==> src/rtl/ptc_pkg.sv <==
// Shared types, constants and helpers for the pressure/temperature compensation block.
package ptc_pkg;

  localparam int CFG_IDX_W      = 4;
  localparam int CFG_DATA_W     = 32;
  localparam int QUEUE_DEPTH_DEF = 4;
  localparam int DIV_STEPS      = 64;
  localparam int DEN_W          = 31;

  localparam logic signed [33:0] OFFSET_T = 34'sd128000;
  localparam logic [11:0]        SCALE_P  = 12'd3125;
  localparam logic [63:0]        RAW_FULL = 64'd1048576;
  localparam logic [31:0]        T_MUL    = 32'd5;
  localparam logic [31:0]        T_ROUND  = 32'd128;
  localparam logic [63:0]        W_BIAS   = 64'h0000_8000_0000_0000;

  typedef enum logic [CFG_IDX_W-1:0] {
    REG_CAL_T1    = 4'd0,
    REG_CAL_T2    = 4'd1,
    REG_CAL_T3    = 4'd2,
    REG_CAL_P1    = 4'd3,
    REG_CAL_P2_P3 = 4'd4,
    REG_CAL_P4_P5 = 4'd5,
    REG_CAL_P6_P7 = 4'd6,
    REG_CAL_P8_P9 = 4'd7
  } cfg_reg_t;

  typedef struct packed {
    logic [15:0]        t1;
    logic signed [15:0] t2;
    logic signed [15:0] t3;
    logic [15:0]        p1;
    logic signed [15:0] p2;
    logic signed [15:0] p3;
    logic signed [15:0] p4;
    logic signed [15:0] p5;
    logic signed [15:0] p6;
    logic signed [15:0] p7;
    logic signed [15:0] p8;
    logic signed [15:0] p9;
  } cal_t;

  // queue entry: magnitudes and quotient sign for the divider, zero-divisor flag, temperature
  typedef struct packed {
    logic [63:0]      mn;
    logic [DEN_W-1:0] md;
    logic             neg;
    logic             bad;
    logic [15:0]      tc;
  } dq_t;

  function automatic logic [63:0] sx16_64(logic [15:0] v);
    return {{48{v[15]}}, v};
  endfunction

  function automatic logic [31:0] sx16_32(logic [15:0] v);
    return {{16{v[15]}}, v};
  endfunction

endpackage

==> src/rtl/ptc_if.sv <==


interface ptc_cfg_if;
  logic                             valid;
  logic                             ready;
  logic [ptc_pkg::CFG_IDX_W-1:0]    index;
  logic [ptc_pkg::CFG_DATA_W-1:0]   data;
  modport source(output valid, index, data, input ready);
  modport sink(input valid, index, data, output ready);
endinterface

==> src/rtl/ptc_cfg_regs.sv <==
// Calibration register file written through the configuration channel.
module ptc_cfg_regs (
  input  logic          clk,
  input  logic          rst_n,
  ptc_cfg_if.sink       cfg_ch,
  output ptc_pkg::cal_t cal
);
  import ptc_pkg::*;

  cal_t cal_r;

  assign cfg_ch.ready = 1'b1;
  assign cal = cal_r;

  always_ff @(posedge clk) begin
    if (!rst_n) begin
      cal_r <= '0;
    end else if (cfg_ch.valid) begin
      unique case (cfg_ch.index)
        REG_CAL_T1: cal_r.t1 <= cfg_ch.data[15:0];
        REG_CAL_T2: cal_r.t2 <= cfg_ch.data[15:0];
        REG_CAL_T3: cal_r.t3 <= cfg_ch.data[15:0];
        REG_CAL_P1: cal_r.p1 <= cfg_ch.data[15:0];
        REG_CAL_P2_P3: begin
          cal_r.p2 <= cfg_ch.data[31:16];
          cal_r.p3 <= cfg_ch.data[15:0];
        end
        REG_CAL_P4_P5: begin
          cal_r.p4 <= cfg_ch.data[31:16];
          cal_r.p5 <= cfg_ch.data[15:0];
        end
        REG_CAL_P6_P7: begin
          cal_r.p6 <= cfg_ch.data[31:16];
          cal_r.p7 <= cfg_ch.data[15:0];
        end
        REG_CAL_P8_P9: begin
          cal_r.p8 <= cfg_ch.data[31:16];
          cal_r.p9 <= cfg_ch.data[15:0];
        end
        default: ;
      endcase
    end
  end

endmodule

==> src/flat_wrapper.sv <==
// flat-port wrapper written by rule: the top's interface ports become plain ports
module ptc_cfg_regs_flat import ptc_pkg::*;
  (clk, rst_n, cal, cfg_ch_valid, cfg_ch_index, cfg_ch_data, cfg_ch_ready);
  ptc_cfg_if cfg_ch_i ();
  input  logic clk;
  input  logic rst_n;
  output ptc_pkg::cal_t cal;
  input wire logic [$bits(cfg_ch_i.valid)-1:0] cfg_ch_valid;
  input wire logic [$bits(cfg_ch_i.index)-1:0] cfg_ch_index;
  input wire logic [$bits(cfg_ch_i.data)-1:0] cfg_ch_data;
  output wire logic [$bits(cfg_ch_i.ready)-1:0] cfg_ch_ready;
  assign cfg_ch_i.valid = cfg_ch_valid;
  assign cfg_ch_i.index = cfg_ch_index;
  assign cfg_ch_i.data = cfg_ch_data;
  assign cfg_ch_ready = cfg_ch_i.ready;
  ptc_cfg_regs u_core (.clk(clk), .rst_n(rst_n), .cfg_ch(cfg_ch_i), .cal(cal));
endmodule
==> config.mk <==
export PLATFORM = sky130hd
export DESIGN_NAME = ptc_cfg_regs_flat
export DESIGN_NICKNAME = d
export VERILOG_FILES = /design/src/rtl/ptc_pkg.sv /design/src/rtl/ptc_if.sv /design/src/rtl/ptc_cfg_regs.sv /design/src/flat_wrapper.sv
export SDC_FILE = /design/constraint.sdc
export NUM_CORES = 1
export LEC_CHECK = 0
export BUFFER_PORTS_ARGS = -buffer_cell sky130_fd_sc_hd__buf_2
export CAP_MARGIN = 10
export CELL_PAD_IN_SITES_DETAIL_PLACEMENT = 1
export CELL_PAD_IN_SITES_GLOBAL_PLACEMENT = 1
export CORE_ASPECT_RATIO = 1.25
export CORE_UTILIZATION = 38
export CTS_CLUSTER_SIZE = 25
export DETAILED_ROUTE_END_ITERATION = 12
export GPL_TIMING_DRIVEN = 0
export PLACE_DENSITY_LB_ADDON = 0.1
export RECOVER_POWER = 100
export SKIP_LAST_GASP = 1
export SLEW_MARGIN = 20
export SYNTH_ARGS = -nofsm -noshare
export SYNTH_HDL_FRONTEND = slang
export SYNTH_SLANG_ARGS = --single-unit
==> constraint.sdc <==
create_clock -name clk -period 3.5 [get_ports clk]
set_clock_uncertainty 0.15 [all_clocks]
set_input_delay 0.35 -clock clk [delete_from_list [all_inputs] [get_ports clk]]
set_output_delay 0.35 -clock clk [all_outputs]
set_load 0.05 [all_outputs]
## Word level (Yosys, flattened, before mapping)

Index checks and enable logic that the tools add are counted.

- Input bits: 39
- Flip-flop bits (word level): 192
- Logic and storage cells: 28
- Output and inout port bits: 193

- Equality and inequality tests: 7
- Reductions and logical operators: 9

Operators by type and width:

| kind | count |
|---|---|
| $eq A4 B3 Y1 const B | 4 |
| $reduce_and A2 Y1 | 8 |
| $eq A4 B2 Y1 const B | 2 |
| $eq A4 B1 Y1 const B | 1 |
| $logic_not A4 Y1 | 1 |

## Longest topological paths before layout

- Depth after elaboration: 2
- Gate-level depth with buffers: 5

## Worst setup path after synthesis

Ideal clock, no wire load.

- Path kind: input to register
- From: in cfg_ch_index[3]
- To: reg u_core.cal_r (netlist bit u_core.cal[133])
- Data arrival time: 1.337 ns
- Slack: 1.940 ns
- Library setup time: 0.073 ns
- Stages on the path: 4
- Required time: 3.277 ns
- Path through: nand2b_1 -> nor3_4 -> buf_4 -> mux2i_1

- Longest elaborated chain between the ends: 2

Ends and longest elaborated chain:

| item | RTL line | RTL |
|---|---|---|
| from (decl) | flat_wrapper.sv:9 | `input wire logic [$bits(cfg_ch_i.index)-1:0] cfg_ch_index;` |
| $eq A4 B2 Y1 | ptc_cfg_regs.sv:19 | `unique case (cfg_ch.index)` |
| $reduce_and A2 Y1 (no source line) | n/a |  |
| to (decl) | ptc_cfg_regs.sv:10 | `cal_t cal_r;` |

No other way between the ends.
A chain may end at the register's enable or synchronous reset.

==> metrics.txt <==
Die Width 123 um; setup TNS 0 ps; Hold Vio Cnt, Final 0; Mapped Area 6950 um^2; CP required 3700 ps; Bufs on Longest Clock Path 2; largest net degree at the start of global routing 18; placer congestion estimate 0.794; # rows 54; ratio of cells with drive above 1 in the final layout 9.46%; status complete, no violations; crit path max fanout 10; WL/cell 18.8 um; Slew Viols, Final 0; Post-Syn Area per Cell 10.4 um^2; HPWL Detailed 16100 um; All-Layer GR Usage 23.5%; leading area contributor after synthesis dfxtp_1; max_slew headroom 48.8%; Port Buffers 229; Worst-path clk slew 60 ps; RSZ-0062 raised after global routing no; fmax 525 MHz; H-tree levels 4; VDD IR max 318 uV; Setup-failing EPs final 0; gr ovfl total 0; post_cts resized 0; Yosys reg bits 192; CTS tree built; Root Driver clkbuf_16; initial drt markers 157; Die Span Y 153 um; Worst Max-Slew Pin Slew 768 ps; Pre-Repair DR Iteration Count 4; synth top area cells dfxtp_1 55%, mux2i_1 28%, nand2_1 12%; design area 8680 um^2; Post-Route WL 21700 um; Starting Density 39.3%; initial antenna violation count 0; number of global-route vias before repair 5989; diodes inserted 0; I/O Pins 232; crit path DAT 2110 ps; fillcell total 2139; Area growth syn-to-layout 24.9%; routed via count 5631; post-synthesis sequential area ratio 55.3%; placed insts 1122; DR vias/cell 4.88; drt drc 0; Final Cycle Share 54.5%; synthesized instance count 669; ANT nets after route 0; first-pass GRT wire length 33100 um; CTS Sinks 192; CP startpoint kind input pin; final worst setup slack 1590 ps; Yosys cell types 17; warning count from the yosys run 0; pwr dens 507 nW/um^2; placed cell area 8380 um^2; CORE AREA 17700 um^2; Nets 956; max_cap viols 0; post-cts hold buffer count 0; net count after synthesis 708; crit path kind in -> reg; DIE AREA 18800 um^2; hold crit path type in -> reg; dpl ws 1310 ps; Yosys top cell area share 55.3%; worst skew pair latency 440 ps; Core Util, Final 49.0%; cts bufs inserted 17; setup bufs post-CTS 0; CP Capture Type flop; internal reg-to-reg setup slack 2670 ps; fin crit period 1910 ps; fin cells 1154; static leakage 3.79 nW; max FFs per register 192
## worst max-delay path, cell delays in order
cell and delay (ps):
clkbuf_1 390, clkbuf_1 640, clkbuf_1 440, nand2_1 130, mux2i_1 150
## metal layers
layer  GRT usage (%)  vias to the layer above  routed length, um
met1            26.2                     2728               8780
li1                -                     2696                  -
met4            8.54                        0                440
met2            41.7                      180              11000
met5               0                        -                  0
met3            6.68                       27               1520
## cell usage after synthesis (all sizes together)
master / n
nand3: 1
buf: 22
nand2: 226
nand3b: 1
nor2: 3
nor3: 1
or4: 1
or3: 1
clkbuf: 24
mux2i: 192
nor3b: 1
conb: 1
nand2b: 3
dfxtp: 192
## layout make-up
type | count | area, um^2 | area share (%)
Multi-Input combinational cell | 431 | 2850 | 32.9
Tap cell | 224 | 280 | 3.23
Buffer | 46 | 251 | 2.90
Timing Repair Buffer | 229 | 906 | 10.4
Clock inverter | 12 | 98.8 | 1.14
Clock buffer | 20 | 447 | 5.15
Sequential cell | 192 | 3840 | 44.3
## cell families after synthesis
kind of cell	Yosys count	synth area share (%)
buf+inv	46	3.64
flops	192	55.3
mux	192	27.7
other cells	1	0.0540
simple gates	238	13.4
## cell usage in the layout, fill, tap and decap left out
cell type / count
nand2_1: 226
clkbuf_1: 220
mux2i_1: 192
dfxtp_1: 192
buf_2: 43
clkbuf_16: 17
buf_4: 9
inv_6: 6
buf_6: 5
clkinvlp_4: 5
nand2b_1: 3
nor2_1: 3
nand3_1: 1
nand3b_1: 1
or3_1: 1
nor3_4: 1
or4_1: 1
nor3b_1: 1
conb_1: 1
clkbuf_8: 1
clkinv_4: 1
## worst paths after layout
check	startpoint	end	depth (start not counted)
min	cfg_ch_data[31]	u_core.cal[31]$_SDFFE_PN0P_	3
max reg2reg	u_core.cal[74]$_SDFFE_PN0P_	u_core.cal[74]$_SDFFE_PN0P_	2
max	rst_n	u_core.cal[128]$_SDFFE_PN0P_	5
min reg2reg	u_core.cal[9]$_SDFFE_PN0P_	u_core.cal[9]$_SDFFE_PN0P_	2
## per-stage QoR
stage / total power [mW] / hold WS [ps]
2_1_floorplan: 2.49 / 404
3_3_place_gp: 2.60 / 290
3_5_place_dp: 2.61 / 296
4_1_cts: 4.44 / 91.5
5_1_grt: 4.55 / 122
6_report: 4.40 / 108
## report_power, final
part / switching, mW / leakage, nW / internal (mW) / total, mW
registers: 0.0158 / 1.55 / 2.21 / 2.23
clock network: 0.903 / 0.251 / 0.944 / 1.85
logic: 0.252 / 1.99 / 0.0710 / 0.323
total: 1.17 / 3.79 / 3.23 / 4.40
Power figures use the tool's default switching activity.
