$ cat src/rtl/ptc_pkg.sv
// Shared types, constants and helpers for the pressure/temperature compensation block.
package ptc_pkg;

  localparam int CFG_IDX_W      = 4;
  localparam int CFG_DATA_W     = 32;
  localparam int QUEUE_DEPTH_DEF = 4;
  localparam int DIV_STEPS      = 64;
  localparam int DEN_W          = 31;

  localparam logic signed [33:0] OFFSET_T = 34'sd128000;
  localparam logic [11:0]        SCALE_P  = 12'd3125;
  localparam logic [63:0]        RAW_FULL = 64'd1048576;
  localparam logic [31:0]        T_MUL    = 32'd5;
  localparam logic [31:0]        T_ROUND  = 32'd128;
  localparam logic [63:0]        W_BIAS   = 64'h0000_8000_0000_0000;

  typedef enum logic [CFG_IDX_W-1:0] {
    REG_CAL_T1    = 4'd0,
    REG_CAL_T2    = 4'd1,
    REG_CAL_T3    = 4'd2,
    REG_CAL_P1    = 4'd3,
    REG_CAL_P2_P3 = 4'd4,
    REG_CAL_P4_P5 = 4'd5,
    REG_CAL_P6_P7 = 4'd6,
    REG_CAL_P8_P9 = 4'd7
  } cfg_reg_t;

  typedef struct packed {
    logic [15:0]        t1;
    logic signed [15:0] t2;
    logic signed [15:0] t3;
    logic [15:0]        p1;
    logic signed [15:0] p2;
    logic signed [15:0] p3;
    logic signed [15:0] p4;
    logic signed [15:0] p5;
    logic signed [15:0] p6;
    logic signed [15:0] p7;
    logic signed [15:0] p8;
    logic signed [15:0] p9;
  } cal_t;

  // queue entry: magnitudes and quotient sign for the divider, zero-divisor flag, temperature
  typedef struct packed {
    logic [63:0]      mn;
    logic [DEN_W-1:0] md;
    logic             neg;
    logic             bad;
    logic [15:0]      tc;
  } dq_t;

  function automatic logic [63:0] sx16_64(logic [15:0] v);
    return {{48{v[15]}}, v};
  endfunction

  function automatic logic [31:0] sx16_32(logic [15:0] v);
    return {{16{v[15]}}, v};
  endfunction

endpackage

$ cat src/rtl/ptc_queue.sv
// Small FIFO between front and back pipelines.
module ptc_queue #(
  parameter int DEPTH = ptc_pkg::QUEUE_DEPTH_DEF
) (
  input  logic         clk,
  input  logic         rst_n,
  input  logic         push_valid,
  output logic         push_ready,
  input  ptc_pkg::dq_t push_item,
  output logic         pop_valid,
  input  logic         pop_ready,
  output ptc_pkg::dq_t pop_item
);
  import ptc_pkg::*;

  localparam int PTR_W = (DEPTH > 1) ? $clog2(DEPTH) : 1;
  localparam int CNT_W = $clog2(DEPTH + 1);

  dq_t mem_r [DEPTH];
  logic [PTR_W-1:0] wr_r, rd_r;
  logic [CNT_W-1:0] cnt_r;
  logic push, pop;

  assign push_ready = (cnt_r != CNT_W'(DEPTH));
  assign pop_valid  = (cnt_r != '0);
  assign push = push_valid && push_ready;
  assign pop  = pop_valid && pop_ready;
  assign pop_item = mem_r[rd_r];

  always_ff @(posedge clk) begin
    if (push) mem_r[wr_r] <= push_item;
  end

  always_ff @(posedge clk) begin
    if (!rst_n) begin
      wr_r  <= '0;
      rd_r  <= '0;
      cnt_r <= '0;
    end else begin
      if (push) wr_r <= (wr_r == PTR_W'(DEPTH - 1)) ? '0 : wr_r + PTR_W'(1);
      if (pop)  rd_r <= (rd_r == PTR_W'(DEPTH - 1)) ? '0 : rd_r + PTR_W'(1);
      if (push && !pop)      cnt_r <= cnt_r + CNT_W'(1);
      else if (pop && !push) cnt_r <= cnt_r - CNT_W'(1);
    end
  end

endmodule

$ cat config.mk
export PLATFORM = sky130hd
export DESIGN_NAME = ptc_queue
export DESIGN_NICKNAME = d
export VERILOG_FILES = /design/src/rtl/ptc_pkg.sv /design/src/rtl/ptc_queue.sv
export SDC_FILE = /design/constraint.sdc
export NUM_CORES = 1
export LEC_CHECK = 0
export BUFFER_PORTS_ARGS = -buffer_cell sky130_fd_sc_hd__buf_2
export CAP_MARGIN = 30
export CORE_MARGIN = 8
export CORE_UTILIZATION = 60
export DETAILED_ROUTE_END_ITERATION = 8
export PLACE_DENSITY = 0.83
export SYNTH_ARGS = -nofsm -noshare
export SYNTH_HDL_FRONTEND = slang
export SYNTH_SLANG_ARGS = --single-unit
$ cat constraint.sdc
create_clock -name clk -period 7.4 [get_ports clk]
set_input_delay 1.85 -clock clk [delete_from_list [all_inputs] [get_ports clk]]
set_output_delay 1.85 -clock clk [all_outputs]
set_load 0.01 [all_outputs]
== Yosys cells after proc, flatten, opt, wreduce, memory -nomap -nowiden ==
Memory sizes are Yosys's and may differ from the RTL's. A register that Yosys moved wholly into a read port is not among the register bits.
Cells that the tools add are included.

* Memories kept: 1
* Memory bits (writable): 452
* Output and inout port bits: 115
* Word-level logic and storage cells: 27
* Flip-flop bits (word level): 7
* Input bits: 117

{| class="wikitable"
|+ Memories
! name !! depth !! bits a word !! rd ports !! clocked after Yosys merged registers in !! write ports !! RTL line !! text
|-
| mem_r || 4 || 113 || 1 || 1 || 1 || ptc_queue.sv:19 || <nowiki>dq_t mem_r [DEPTH];</nowiki>
|}

* Add/subtract/negate cells: 4
* Mux-type cells: 8
* Equality and inequality tests: 3
* Reduce and logical (&&, ||, !) cells: 8

{| class="wikitable"
|+ Operators with widths
! cell !! count
|-
| 2-to-1 mux 2 bit || 4
|-
| 2-to-1 mux 3 bit || 2
|-
| adder 2 x 1 -> 2 bit, second input constant || 2
|-
| equality test 2 bit, second input constant || 2
|-
| logical AND 1 bit || 4
|-
| adder 3 x 1 -> 3 bit, second input constant || 1
|-
| inequality test 3 bit, second input constant || 1
|-
| nonzero test 3 bit || 1
|-
| subtractor 3 x 1 -> 3 bit, second input constant || 1
|-
| zero test 1 bit || 2
|-
| 2-to-1 mux 1 bit || 2
|-
| nonzero test 2 bit || 1
|}

== Depth between registers and ports, before layout ==
* Word-level depth: 6
* Mapped depth: 9
* Mapped depth without buffers: 8

== Least setup slack after synthesis ==
No wires, ideal clock.

* Path kind: input to register
* From: input port push_valid
* To: memory mem_r[3][0] in the netlist's numbering, enable pin
* Buffers on the path: 0
* Stages: 1
* Data required time: 6979 ps
* Arrival time: 3286 ps
* Path slack: 3692 ps
* Setup time: 421 ps
* Cell sequence: and3_2

* Cells in the longest elaborated chain, start to end: 3

{| class="wikitable"
|+ Ends and longest elaborated chain
! what !! RTL line !! text
|-
| from (decl) || ptc_queue.sv:7 || <nowiki>input logic push_valid,</nowiki>
|-
| logical AND 1 bit || ptc_queue.sv:26 || <nowiki>assign push = push_valid && push_ready;</nowiki>
|-
| 2-to-1 mux 1 bit || ptc_queue.sv:31 || <nowiki>if (push) mem_r[wr_r] <= push_item;</nowiki>
|-
| 2-to-1 mux 1 bit (not written as such) || ptc_queue.sv:31 ||
|-
| to (decl) || ptc_queue.sv:19 ||
|}

No other way between the ends.

==> flow_metrics.py <==
metrics = {
    "timing": {
        "fmax_ghz": 0.209,
        "finalSetupViolations": 0,
        "maxSlewViolCount": 0,
        "hold_violations": 0,
        "setup_tns_ns": 0,
        "period_minus_slack_ns": 4.80,
        "tightest_slew_ns": 0.957,
        "rsz0062_at_grt": "no",
        "slew_headroom": 0.362,
        "fin_ws_ns": 2.60,
        "finalClockSkew_ns": 0.0162,
        "min_period_over_period": 0.648,
    },
    "global_route": {
        "grt_antenna_before_repair": 8,
        "grt_pass1_wl_mm": 48.9,
        "grt_pass1_vias": 8114,
        "grt_usage": 0.193,
        "overflow": 0,
        "grt_max_degree": 74,
    },
    "pwr": {
        "clkPwrFrac": 0.328,
        "leakagePower_nw": 6.65,
        "p_switching_w": 0.00173,
        "powerDensity_mw_per_mm2": 348,
        "internal_power_w": 0.00518,
        "seqPwrFrac": 0.477,
        "p_sw_frac": 0.251,
        "combPwrFrac": 0.195,
        "ir_drop_uv": 288,
    },
    "drt": {
        "wl_per_cell_um": 24.8,
        "drt_iter0_drc": 639,
        "vias": 7671,
        "drtPass1Iterations": 5,
        "post-route-drc-count": 0,
        "routed_wl_mm": 32.6,
        "ant_nets": 0,
        "viasPerCell": 5.83,
    },
    "clocking": {
        "clk_latency_ns": 0.53,
        "cts_buffers": 45,
        "root_buffer": "clkbuf_16",
        "h-tree-depth": 2,
        "ctsResizeCount": 0,
        "cts.sinks": 461,
        "clk_pin_slew_worst_paths_ns": 0.06,
        "clockBufferDepth": 3,
        "cts_tree": "done",
        "cts_hold_buf": 0,
        "post_cts_buffers": 0,
    },
    "synth": {
        "synthXorXnorAreaFrac": 0.00104,
        "synth_cells": 642,
        "synth_top_family_by_area": "multiplexers",
        "yosys.area_share.simple": 0.00701,
        "async_flop_share": 0,
        "syn_area_per_cell_um2": 26.1,
        "synth-compound-area-share": 0.00209,
        "syn_area_mm2": 0.0168,
        "yosys.cell_types.count": 28,
        "ys_seq_area_frac": 0.819,
        "synth_nets": 766,
        "postSynthRegisterBits": 461,
        "synth_flop_cell": "edfxtp_1",
        "synth_edf_count": 452,
        "synth_mux_area_frac": 0.153,
        "synth-warning-count": 0,
        "synthAdderAreaFrac": 0.00566,
    },
    "finish": {
        "drive_above_1_share": 0.456,
        "final_common_cell": "edfxtp_1",
        "area_growth_pct": 18.3,
        "fin_nets": 1025,
        "final_cell_mix": "edfxtp_1 (452), buf_2 (231), mux4_2 (113)",
    },
    "run_status": {
        "status": "finished clean",
    },
    "worst_setup_path": {
        "critPathLaunchType": "register",
        "critical_path_buf_inv_count": 2,
        "arrival_ns": 2.95,
        "slowest_stage": "dfxtp_4",
        "path_class": "register to output pin",
        "max_stage_delay_ns": 0.89,
        "path_cells": "buf_12, mux4_2, buf_2",
        "critPathCaptureType": "output pin",
        "cp_max_fo": 73,
        "worstPathRequired_ns": 5.55,
        "path_delay_family": "flip-flops",
    },
    "placement": {
        "io_buffer_count": 231,
        "dp_slack_ns": 3.15,
        "dp_hpwl_mm": 19.9,
        "gp_congestion": 0.725,
    },
    "floorplanning": {
        "die-area_mm2": 0.0336,
        "placementRows": 61,
        "start_util": 0.606,
        "die_x_um": 183,
        "num_io_pins": 232,
        "core_area_mm2": 0.0277,
        "die-height_um": 183,
    },
    "hold_path": {
        "hold_path.class": "register to register",
    },
    "run": {
        "max_cap_violations": 0,
    },
}
-- state kept, by name, indices dropped and copies added (netlist names), named ones only --
signal	flops
cnt_r	3
mem_r	452
rd_r	2
wr_r	2
-- kinds of logic after synthesis --
| logic type | Yosys count |
|---|---|
| flip-flops | 461 |
| AND/OR/NAND/NOR | 20 |
| multiplexers | 115 |
| AO/OA/AOI/OAI | 6 |
| adder cells (fa/ha/maj) | 7 |
| buffers and inverters | 31 |
| XOR/XNOR | 2 |
-- final timing paths --
kind             from      endpoint  slack, ns  cells past startpoint
max reg2reg  cnt_r[0]  mem_r[1][71]       4.55                      3
min reg2reg  cnt_r[2]      cnt_r[2]       0.52                      2
min          cnt_r[2]      cnt_r[2]       0.52                      2
max          register  pop_item[75]       2.60                      3
-- Yosys cell counts (2+ instances only) --
library cell    n  share of area
mux2i_1         2         0.0012
nor2_1          2        0.00045
o21ai_0         3        0.00089
and3_2          4         0.0018
nand2_1         5         0.0011
or3_2           2        0.00089
mux4_2        113           0.15
buf_6           9         0.0060
edfxtp_1      452           0.81
buf_2          12         0.0036
ha_1            6         0.0045
nand3_1         2        0.00060
inv_1           3        0.00067
dfxtp_1         9          0.011
clkbuf_1        5         0.0011
-- final cells by class --
type                            instances  area (µm²)
Antenna cell                            1        2.50
Clock buffer                           59        1220
Clock inverter                         24         267
Fill cell                            1575        7850
Inverter                                3        11.3
Multi-Input combinational cell        150        2850
Sequential cell                       461       13800
Tap cell                              378         473
Timing Repair Buffer                  240        1280
-- worst reg2reg max path, cell delays in order, from the launching register on --
cell     delay [ns]
dfxtp_1        0.44
or3b_1         0.31
and3_4         0.85
buf_4          0.82
-- routing by layer --
metal	part of all wire	vias up	global-route usage	routed length (µm)
li1	-	3295	-	-
met5	0.0021	-	0	68
met4	0.020	12	0.0472	646
met1	0.39	3999	0.259	12800
met3	0.081	62	0.0509	2650
met2	0.50	303	0.317	16500
-- power groups by stage --
stage	sequential [W]	combinational [W]	clock (W)
finish	0.00330	0.00135	0.00227
global route	0.00332	0.00145	0.00241
detailed placement	0.00335	0.00137	0
floorplan	0.00327	0.000936	0
global placement	0.00335	0.00133	0
CTS	0.00330	0.00138	0.00231
-- through the flow --
step	hold WS [ns]	util	instances	total power [W]	cell area (µm²)
final	0.519	0.717	1316	0.00691	19900
after detailed placement	0.516	0.662	1231	0.00472	18300
after global routing	0.547	0.717	1315	0.00718	19900
after global placement	0.492	0.661	1230	0.00468	18300
after floorplan	0.468	-	642	0.00421	16800
after CTS	0.522	0.716	1314	0.00700	19800
Power figures use the tool's default switching activity.
